$ cat src/design/sbg_pkg.sv
`default_nettype none
package sbg_pkg;

  localparam logic KIND_PUSH = 1'b0;
  localparam logic KIND_READ = 1'b1;

  localparam int unsigned DISP_COLS   = 128;
  localparam int unsigned BAR_SPAN    = 55;
  localparam int unsigned SAMPLE_FULL = 4095;
  localparam int unsigned LAST_ROW    = 63;
  localparam int unsigned SEP_PAGE    = 1;
  localparam int unsigned HDR_PAGE    = 0;

  localparam int unsigned MID_DEPTH = 4;
  localparam int unsigned OUT_DEPTH = 4;
  localparam int unsigned OUT_LW    = $clog2(OUT_DEPTH + 1);

  typedef struct packed {
    logic        kind;
    logic        vis;
    logic [11:0] sample;
    logic [2:0]  page;
  } sbg_op_t;

  localparam int unsigned OP_W = $bits(sbg_op_t);

endpackage
`default_nettype wire

$ cat src/design/sbg_fifo.sv
`default_nettype none
module sbg_fifo #(
  parameter int unsigned WIDTH = 8,
  parameter int unsigned DEPTH = 4
) (
  input  logic                             clk,
  input  logic                             rst_n,
  input  logic                             wr,
  input  logic [WIDTH-1:0]                 din,
  output logic                             full,
  input  logic                             rd,
  output logic [WIDTH-1:0]                 dout,
  output logic                             empty,
  output logic [$clog2(DEPTH+1)-1:0]       level
);
  localparam int unsigned PW = $clog2(DEPTH);
  localparam int unsigned LW = $clog2(DEPTH + 1);

  logic [WIDTH-1:0] mem_r [DEPTH];
  logic [PW-1:0]    wp_r, wp_nxt, rp_r, rp_nxt;
  logic [LW-1:0]    cnt_r, cnt_nxt;
  logic             do_wr, do_rd;

  assign full  = (cnt_r == LW'(DEPTH));
  assign empty = (cnt_r == '0);
  assign level = cnt_r;
  assign dout  = mem_r[rp_r];
  assign do_wr = wr && !full;
  assign do_rd = rd && !empty;

  always_comb begin
    wp_nxt  = wp_r;
    rp_nxt  = rp_r;
    cnt_nxt = cnt_r;
    if (do_wr) begin
      wp_nxt = (wp_r == PW'(DEPTH - 1)) ? '0 : wp_r + 1'b1;
    end
    if (do_rd) begin
      rp_nxt = (rp_r == PW'(DEPTH - 1)) ? '0 : rp_r + 1'b1;
    end
    if (do_wr && !do_rd) begin
      cnt_nxt = cnt_r + 1'b1;
    end else if (do_rd && !do_wr) begin
      cnt_nxt = cnt_r - 1'b1;
    end
  end

  always_ff @(posedge clk) begin
    if (!rst_n) begin
      wp_r  <= '0;
      rp_r  <= '0;
      cnt_r <= '0;
    end else begin
      wp_r  <= wp_nxt;
      rp_r  <= rp_nxt;
      cnt_r <= cnt_nxt;
    end
  end

  always_ff @(posedge clk) begin
    if (do_wr) begin
      mem_r[wp_r] <= din;
    end
  end

endmodule
`default_nettype wire

$ cat src/design/sbg_front.sv
`default_nettype none
module sbg_front #(
  parameter int unsigned NUM_SAMPLES = 128
) (
  input  logic                                          clk,
  input  logic                                          rst_n,
  input  logic                                          push,
  input  logic                                          in_kind,
  input  logic [11:0]                                   in_sample,
  input  logic [6:0]                                    in_column,
  input  logic [2:0]                                    in_page,
  input  logic                                          q_full,
  output logic                                          q_wr,
  output logic [$clog2(NUM_SAMPLES)+sbg_pkg::OP_W-1:0] q_din
);
  import sbg_pkg::*;

  localparam int unsigned HW = $clog2(NUM_SAMPLES);
  localparam int unsigned FW = $clog2(NUM_SAMPLES + 1);
  localparam int unsigned AW = ((HW > 7) ? HW : 7) + 2;

  logic [HW-1:0] head_r, head_nxt, newest, idx;
  logic [FW-1:0] fill_r, fill_nxt;
  logic [6:0]    age;
  logic [AW-1:0] diff, wrapped;
  logic          vis;
  sbg_op_t       op;

  assign q_wr = push && !q_full;
  assign age  = 7'(DISP_COLS - 1) - in_column;

  always_comb begin
    newest  = (head_r == '0) ? HW'(NUM_SAMPLES - 1) : head_r - 1'b1;
    diff    = AW'(newest) - AW'(age);
    wrapped = diff[AW-1] ? diff + AW'(NUM_SAMPLES) : diff;
    vis     = AW'(age) < AW'(fill_r);
    idx     = (in_kind == KIND_PUSH) ? head_r : wrapped[HW-1:0];
    op.kind   = in_kind;
    op.vis    = vis;
    op.sample = in_sample;
    op.page   = in_page;
    q_din     = {idx, op};
  end

  always_comb begin
    head_nxt = head_r;
    fill_nxt = fill_r;
    if (q_wr && in_kind == KIND_PUSH) begin
      head_nxt = (head_r == HW'(NUM_SAMPLES - 1)) ? '0 : head_r + 1'b1;
      if (fill_r != FW'(NUM_SAMPLES)) begin
        fill_nxt = fill_r + 1'b1;
      end
    end
  end

  always_ff @(posedge clk) begin
    if (!rst_n) begin
      head_r <= '0;
      fill_r <= '0;
    end else begin
      head_r <= head_nxt;
      fill_r <= fill_nxt;
    end
  end

endmodule
`default_nettype wire

$ cat src/design/sbg_back.sv
`default_nettype none
module sbg_back #(
  parameter int unsigned NUM_SAMPLES = 128
) (
  input  logic                                          clk,
  input  logic                                          rst_n,
  input  logic [$clog2(NUM_SAMPLES)+sbg_pkg::OP_W-1:0] q_dout,
  input  logic                                          q_empty,
  output logic                                          q_rd,
  input  logic [sbg_pkg::OUT_LW-1:0]                    o_level,
  output logic                                          o_wr,
  output logic [7:0]                                    o_din
);
  import sbg_pkg::*;

  localparam int unsigned HW = $clog2(NUM_SAMPLES);

  logic [11:0]   hist_r [NUM_SAMPLES];
  logic [11:0]   rd_data_r;
  logic          s1_valid_r, s1_kind_r, s1_vis_r;
  logic [2:0]    s1_page_r;
  sbg_op_t       op;
  logic [HW-1:0] idx;
  logic [OUT_LW:0] pending;
  logic          issue;
  logic [17:0]   prod;
  logic [5:0]    q0, h;
  logic [12:0]   rem;
  logic [6:0]    top;
  logic [7:0]    bar;

  assign op      = sbg_op_t'(q_dout[OP_W-1:0]);
  assign idx     = q_dout[HW+OP_W-1:OP_W];
  assign pending = (OUT_LW + 1)'(o_level) + (OUT_LW + 1)'(s1_valid_r);
  assign issue   = !q_empty && (pending < (OUT_LW + 1)'(OUT_DEPTH));
  assign q_rd    = issue;

  always_ff @(posedge clk) begin
    if (issue) begin
      if (op.kind == KIND_PUSH) begin
        hist_r[idx] <= op.sample;
      end else begin
        rd_data_r <= hist_r[idx];
      end
    end
  end

  always_ff @(posedge clk) begin
    if (!rst_n) begin
      s1_valid_r <= 1'b0;
    end else begin
      s1_valid_r <= issue;
    end
  end

  always_ff @(posedge clk) begin
    if (issue) begin
      s1_kind_r <= op.kind;
      s1_vis_r  <= op.vis;
      s1_page_r <= op.page;
    end
  end

  always_comb begin
    prod = rd_data_r * 18'(BAR_SPAN);
    q0   = prod[17:12];
    rem  = {1'b0, prod[11:0]} + 13'(q0);
    h    = (rem >= 13'(SAMPLE_FULL)) ? q0 + 1'b1 : q0;
    if (h == '0) begin
      h = 6'd1;
    end
    top = 7'(LAST_ROW + 1) - 7'(h);
    for (int k = 0; k < 8; k++) begin
      bar[k] = s1_vis_r && ({1'b0, s1_page_r, 3'(k)} >= top);
    end
    o_din = '0;
    if (s1_kind_r == KIND_READ && s1_page_r != 3'(HDR_PAGE)) begin
      o_din = bar;
      if (s1_page_r == 3'(SEP_PAGE)) begin
        o_din[0] = 1'b1;
      end
    end
  end

  assign o_wr = s1_valid_r;

endmodule
`default_nettype wire

$ cat src/design/scrolling_bar_graph_renderer_unit.sv
// Scrolling strip-chart bar graph renderer.
// The input channel is a queue port: an item is taken at a clock edge with
// push high and full low. A push item (in_kind 0) appends in_sample to the
// sample ring; a read item (in_kind 1) asks for the display byte at
// in_column and in_page of a 128x64 bar graph, newest sample on the right.
// Every item yields exactly one result, zero for a push item.
// The result channel is a queue port: while empty is low the oldest result
// sits on out_page_bits, and it is taken at an edge with pop high.
// One item per cycle is sustained while the receiver keeps popping:
// the front classifies an item in the cycle it arrives, the back does
// one sample memory access per cycle and computes the byte in the
// following cycle.
// Synchronous reset empties both queues and clears the write head and the
// fill count; the sample memory is not cleared. When the receiver stops
// popping, the four-entry result queue fills, the back stops issuing, the
// four-entry item queue fills and full is raised; nothing is dropped.
`default_nettype none
module scrolling_bar_graph_renderer_unit #(
  parameter int unsigned NUM_SAMPLES = 128
) (
  input  logic        clk,
  input  logic        rst_n,
  input  logic        push,
  output logic        full,
  input  logic        in_kind,
  input  logic [11:0] in_sample,
  input  logic [6:0]  in_column,
  input  logic [2:0]  in_page,
  output logic        empty,
  input  logic        pop,
  output logic [7:0]  out_page_bits
);
  import sbg_pkg::*;

  localparam int unsigned QW = $clog2(NUM_SAMPLES) + OP_W;

  logic              q_wr, q_rd, q_full, q_empty;
  logic [QW-1:0]     q_din, q_dout;
  logic [$clog2(MID_DEPTH+1)-1:0] q_level;
  logic              o_wr, o_full;
  logic [7:0]        o_din;
  logic [OUT_LW-1:0] o_level;

  assign full = q_full;

  sbg_front #(.NUM_SAMPLES(NUM_SAMPLES)) u_front (
    .clk       (clk),
    .rst_n     (rst_n),
    .push      (push),
    .in_kind   (in_kind),
    .in_sample (in_sample),
    .in_column (in_column),
    .in_page   (in_page),
    .q_full    (q_full),
    .q_wr      (q_wr),
    .q_din     (q_din)
  );

  sbg_fifo #(.WIDTH(QW), .DEPTH(MID_DEPTH)) u_mid_q (
    .clk   (clk),
    .rst_n (rst_n),
    .wr    (q_wr),
    .din   (q_din),
    .full  (q_full),
    .rd    (q_rd),
    .dout  (q_dout),
    .empty (q_empty),
    .level (q_level)
  );

  sbg_back #(.NUM_SAMPLES(NUM_SAMPLES)) u_back (
    .clk     (clk),
    .rst_n   (rst_n),
    .q_dout  (q_dout),
    .q_empty (q_empty || (q_level == '0)),
    .q_rd    (q_rd),
    .o_level (o_level),
    .o_wr    (o_wr),
    .o_din   (o_din)
  );

  sbg_fifo #(.WIDTH(8), .DEPTH(OUT_DEPTH)) u_out_q (
    .clk   (clk),
    .rst_n (rst_n),
    .wr    (o_wr),
    .din   (o_din),
    .full  (o_full),
    .rd    (pop),
    .dout  (out_page_bits),
    .empty (empty),
    .level (o_level)
  );

endmodule
`default_nettype wire

$ cat config.mk
export PLATFORM = sky130hd
export DESIGN_NAME = scrolling_bar_graph_renderer_unit
export DESIGN_NICKNAME = d
export VERILOG_FILES = /design/src/design/sbg_pkg.sv /design/src/design/sbg_fifo.sv /design/src/design/sbg_front.sv /design/src/design/sbg_back.sv /design/src/design/scrolling_bar_graph_renderer_unit.sv
export SDC_FILE = /design/constraint.sdc
export NUM_CORES = 2
export LEC_CHECK = 0
export ABC_AREA = 0
export BUFFER_PORTS_ARGS = -buffer_cell sky130_fd_sc_hd__buf_2
export CORE_ASPECT_RATIO = 0.6
export CORE_MARGIN = 3
export CORE_UTILIZATION = 55
export DETAILED_ROUTE_END_ITERATION = 12
export PLACE_DENSITY = 0.71
export SYNTH_ARGS = -nofsm -noshare
export SYNTH_HDL_FRONTEND = slang
export SYNTH_SLANG_ARGS = --single-unit
$ cat constraint.sdc
create_clock -name clk -period 10.9 [get_ports clk]
set_clock_uncertainty 0.15 [all_clocks]
set_input_delay 0.545 -clock clk [delete_from_list [all_inputs] [get_ports clk]]
set_output_delay 0.545 -clock clk [all_outputs]
set_load 0.01 [all_outputs]
==> run_results.csv <==
group,metric,value,unit
finish,syn_to_final_growth,11.9,%
clocking,cts.clk_slew.worst_paths,0.06,ns
clocking,max-clock-path-buffers,3,
floorplan,io-pin-count,37,
worst_setup_path,critical_path.startpoint,"u_back.rd_data_r[4]$_DFFE_PP_",
global_routing,grt_max_degree,104,
timing,setup_tns,0,ns
worst_setup_path,cp-end-kind,"flip-flop",
floorplan,die_outline_height,274,µm
yosys,netlist.area_leader.share,76.7,%
floorplan,placementRows,97,
worst_setup_path,slowest_stage,"sky130_fd_sc_hd__a311oi_1",
finish,share_of_final_layout_standard_cells_stronger_than_drive_strength_1,12.5,%
hold_path,timing.hold.worst.class,"input port to flip-flop",
timing,fmaxAchievable,100,MHz
global_routing,grt_antenna_before_repair,9,
floorplan,total_die_area,0.124,mm²
worst_setup_path,worstPathBufferInverterCount,3,
clocking,resized_cells_post_cts,0,
timing,timing.final.crit_period,9.96,ns
yosys,synth.net_count,3931,
finish,finish.net_count,4109,
yosys,synth_area_leader_cell,"sky130_fd_sc_hd__edfxtp_1",
worst_setup_path,worst_ep_arrival_time,10.29,ns
drt,ant_nets,0,
timing,final_max_slew_viols,0,
clocking,clock_tree.htree_level_count,4,
worst_setup_path,timing_worst_setup_path_type,"flip-flop to flip-flop",
worst_setup_path,critPathTopFamily,"compound AO/OA/AOI/OAI gates",
finish,post_layout_nonfiller_instances,5677,
yosys,ys_seq_area_share,77.7,%
clocking,cts_sinks,1715,
worst_setup_path,critical_path.max_fanout,10,
timing,period_share,91.4,%
worst_setup_path,slowest_delay,0.70,ns
place,routability_congestion_estimate_from_global_placement,0.893,
yosys,netlist_instances,3794,
status,run_status,"finished clean",
timing,finalSetupViolations,0,
drt,wirelength,179,mm
drt,drc_errors,0,
drt,drt-pass1-iter-count,8,
clocking,tritoncts,"done",
worst_setup_path,regToRegStartpoint,"u_back.rd_data_r[4]$_DFFE_PP_",
floorplan,fp.dieW,453,µm
clocking,post_cts_repair_setup_buffers,0,
place,port-buffer-count,36,
floorplan,start_util,55.9,%
clocking,clock_root_cell,"sky130_fd_sc_hd__clkbuf_16",
floorplan,fp.coreArea,0.118,mm²
worst_setup_path,worstPathRequired,11.23,ns
clocking,clkLatencyLatePin,0.79,ns
timing,slew-limit-headroom,2.76,%
yosys,ys_ff_latch,1715,
place,numPlacedInstances,5394,
global_routing,globalRouteTotalUtil,28.9,%
global_routing,grt_first_pass_wirelength,260,mm
drt,detail_route.iter0.violations,6956,
global_routing,grt_overflow,0,
drt,vias,38800,
yosys,synth-main-ff-cell,"sky130_fd_sc_hd__edfxtp_1",
drt,vias_per_cell,6.83,
clocking,numCtsBuffers,144,
yosys,syn_area_per_cell,17.4,µm²
finish,final_area,0.0737,mm²
flow_run,cap_viol_max_count,0,
worst_setup_path,cp-start-kind,"flip-flop",
place,detailedPlacementHpwl,106,mm
yosys,synth_edf_count,1681,
hold_path,hold_path_startpoint,"in_kind",
yosys,synth_area,0.0658,mm²
place,post_dp_cell_area,0.0689,mm²
drt,route.detailed.wl_per_inst,31.6,µm
yosys,asyncSetResetFlopFracSynth,0,%
timing,grt_setup_unrepaired,"no",
timing,timing_worst_slew_pin_value,1.45,ns
finish,n_fill_cell,8175,
yosys,post_synth_num_cell_types,73,
global_routing,first_global_vias,36600,
yosys,synthesis_warning_total,0,
timing,timing.final.hold_violations,0,
yosys,synth.area.top_cells,"sky130_fd_sc_hd__edfxtp_1 (77%), sky130_fd_sc_hd__a22oi_1 (5.2%), sky130_fd_sc_hd__a221oi_1 (2.1%)",
## worst paths after layout
path	cells past startpoint	slack, ns	to
max	33	0.94	u_out_q.mem_r[1][4]$_DFFE_PP_
min	1	0.06	u_mid_q.mem_r[3][16]$_DFFE_PP_
max reg2reg	33	0.94	u_out_q.mem_r[1][4]$_DFFE_PP_
min reg2reg	2	0.36	flip-flop
## placed cells by master, fill, tap and decap left out, drive strengths merged, types with 9 or more instances in the layout
master	instances
xor2	22
clkinv	58
nand4	82
a41oi	11
a31oi	125
nor4	23
a21o	14
bufinv	12
a221oi	159
dlygate4sd3	16
edfxtp	1681
inv	102
and2	13
nor2b	9
a22o	156
a21oi	60
o21ai	28
mux4	30
xnor2	31
ha	78
nand3	24
clkbuf	182
fa	32
mux2i	13
a22oi	460
or4	9
nand2	69
nor3	22
nand2b	16
nor2	192
buf	239
dfxtp	34
o211ai	10
## sequential cells by signal, summed over array words and instances, names as in the netlist, 2 cells and up, named ones only
name              cells
u_mid_q.level         3
u_back.hist_r      1536
u_out_q.level         3
u_back.rd_data_r     12
u_mid_q.rp_r          2
u_out_q.mem_r        32
u_mid_q.wp_r          2
u_out_q.wp_r          2
u_back.s1_page_r      3
u_out_q.rp_r          2
u_mid_q.mem_r        96
u_front.head_r        7
u_front.fill_r        8
## through the flow
step	util [%]	worst slack, ns	hold WS, ns
6_report	62.6	0.935	0.0642
5_1_grt	62.6	0.325	0.0443
4_1_cts	62.6	1.10	0.00861
3_5_place_dp	58.5	1.15	0.331
3_3_place_gp	58.5	1.39	0.323
2_1_floorplan	-	2.13	0.304
## cell type report
cell class	count	area (µm²)	area share (%)
clock inverters	83	787	1.07
well taps	1584	1980	2.69
multi-input cells	1761	13600	18.5
repair buffers	255	1950	2.65
flip-flops and latches	1715	51200	69.4
inverters	95	357	0.484
diodes	2	5.00	0.00679
clock buffers	182	3810	5.17
## worst reg2reg max path: cells and delay by family (launching register included)
kind | cells | cell delay, ns
AOI/OAI and AO/OA | 14 | 3.87
xor gates and xnor gates | 2 | 0.50
adders and majority gates | 7 | 2.82
buffers and inverters | 3 | 0.22
DFF | 1 | 0.52
muxes | 2 | 0.63
and+or+nand+nor | 5 | 0.95
## kinds of logic (layout without fill, tap and decap cells)
kind of cell | Yosys count | after routing | share of synthesized area (%)
DFF | 1715 | 1715 | 77.7
AOI/OAI and AO/OA | 1067 | 1067 | 12.4
and+or+nand+nor | 481 | 481 | 3.55
buffers and inverters | 318 | 615 | 1.84
adders and majority gates | 110 | 110 | 2.46
xor gates and xnor gates | 54 | 54 | 0.741
muxes | 49 | 49 | 1.35
other | 0 | 2 | 0
## routing by layer
metal | vias up | GRT usage, % | wire length, µm
met5 | - | 0 | 23
met4 | 4 | 8.10 | 4250
met3 | 315 | 10.7 | 29800
met2 | 3059 | 38.0 | 72500
met1 | 19400 | 45.0 | 72800
li1 | 16000 | - | -
## cells in the mapped netlist, drive strengths merged (9+ instances only)
library cell and n:
nand2 69, clkbuf 151, nor4 23, mux2i 13
buf 72, a31oi 125, o21ai 28, fa 32
nand3 24, inv 93, or4 9, o211ai 10
a221oi 159, mux4 30, a22o 156, a21o 14
a41oi 11, xnor2 31, and2 13, a22oi 460
edfxtp 1681, nor2 192, xor2 22, a21oi 60
nand2b 16, nor3 22, ha 78, nor2b 9
nand4 82, dfxtp 34
## repair_timing
action	4_1_cts	5_1_grt
setup endpoints to repair	0	0
hold endpoints to repair	63	0
hold buffers	16	0
Power is left out: the tool's default activity adds up to more than one toggle a clock period on the data nets, which glitch-free logic cannot reach.
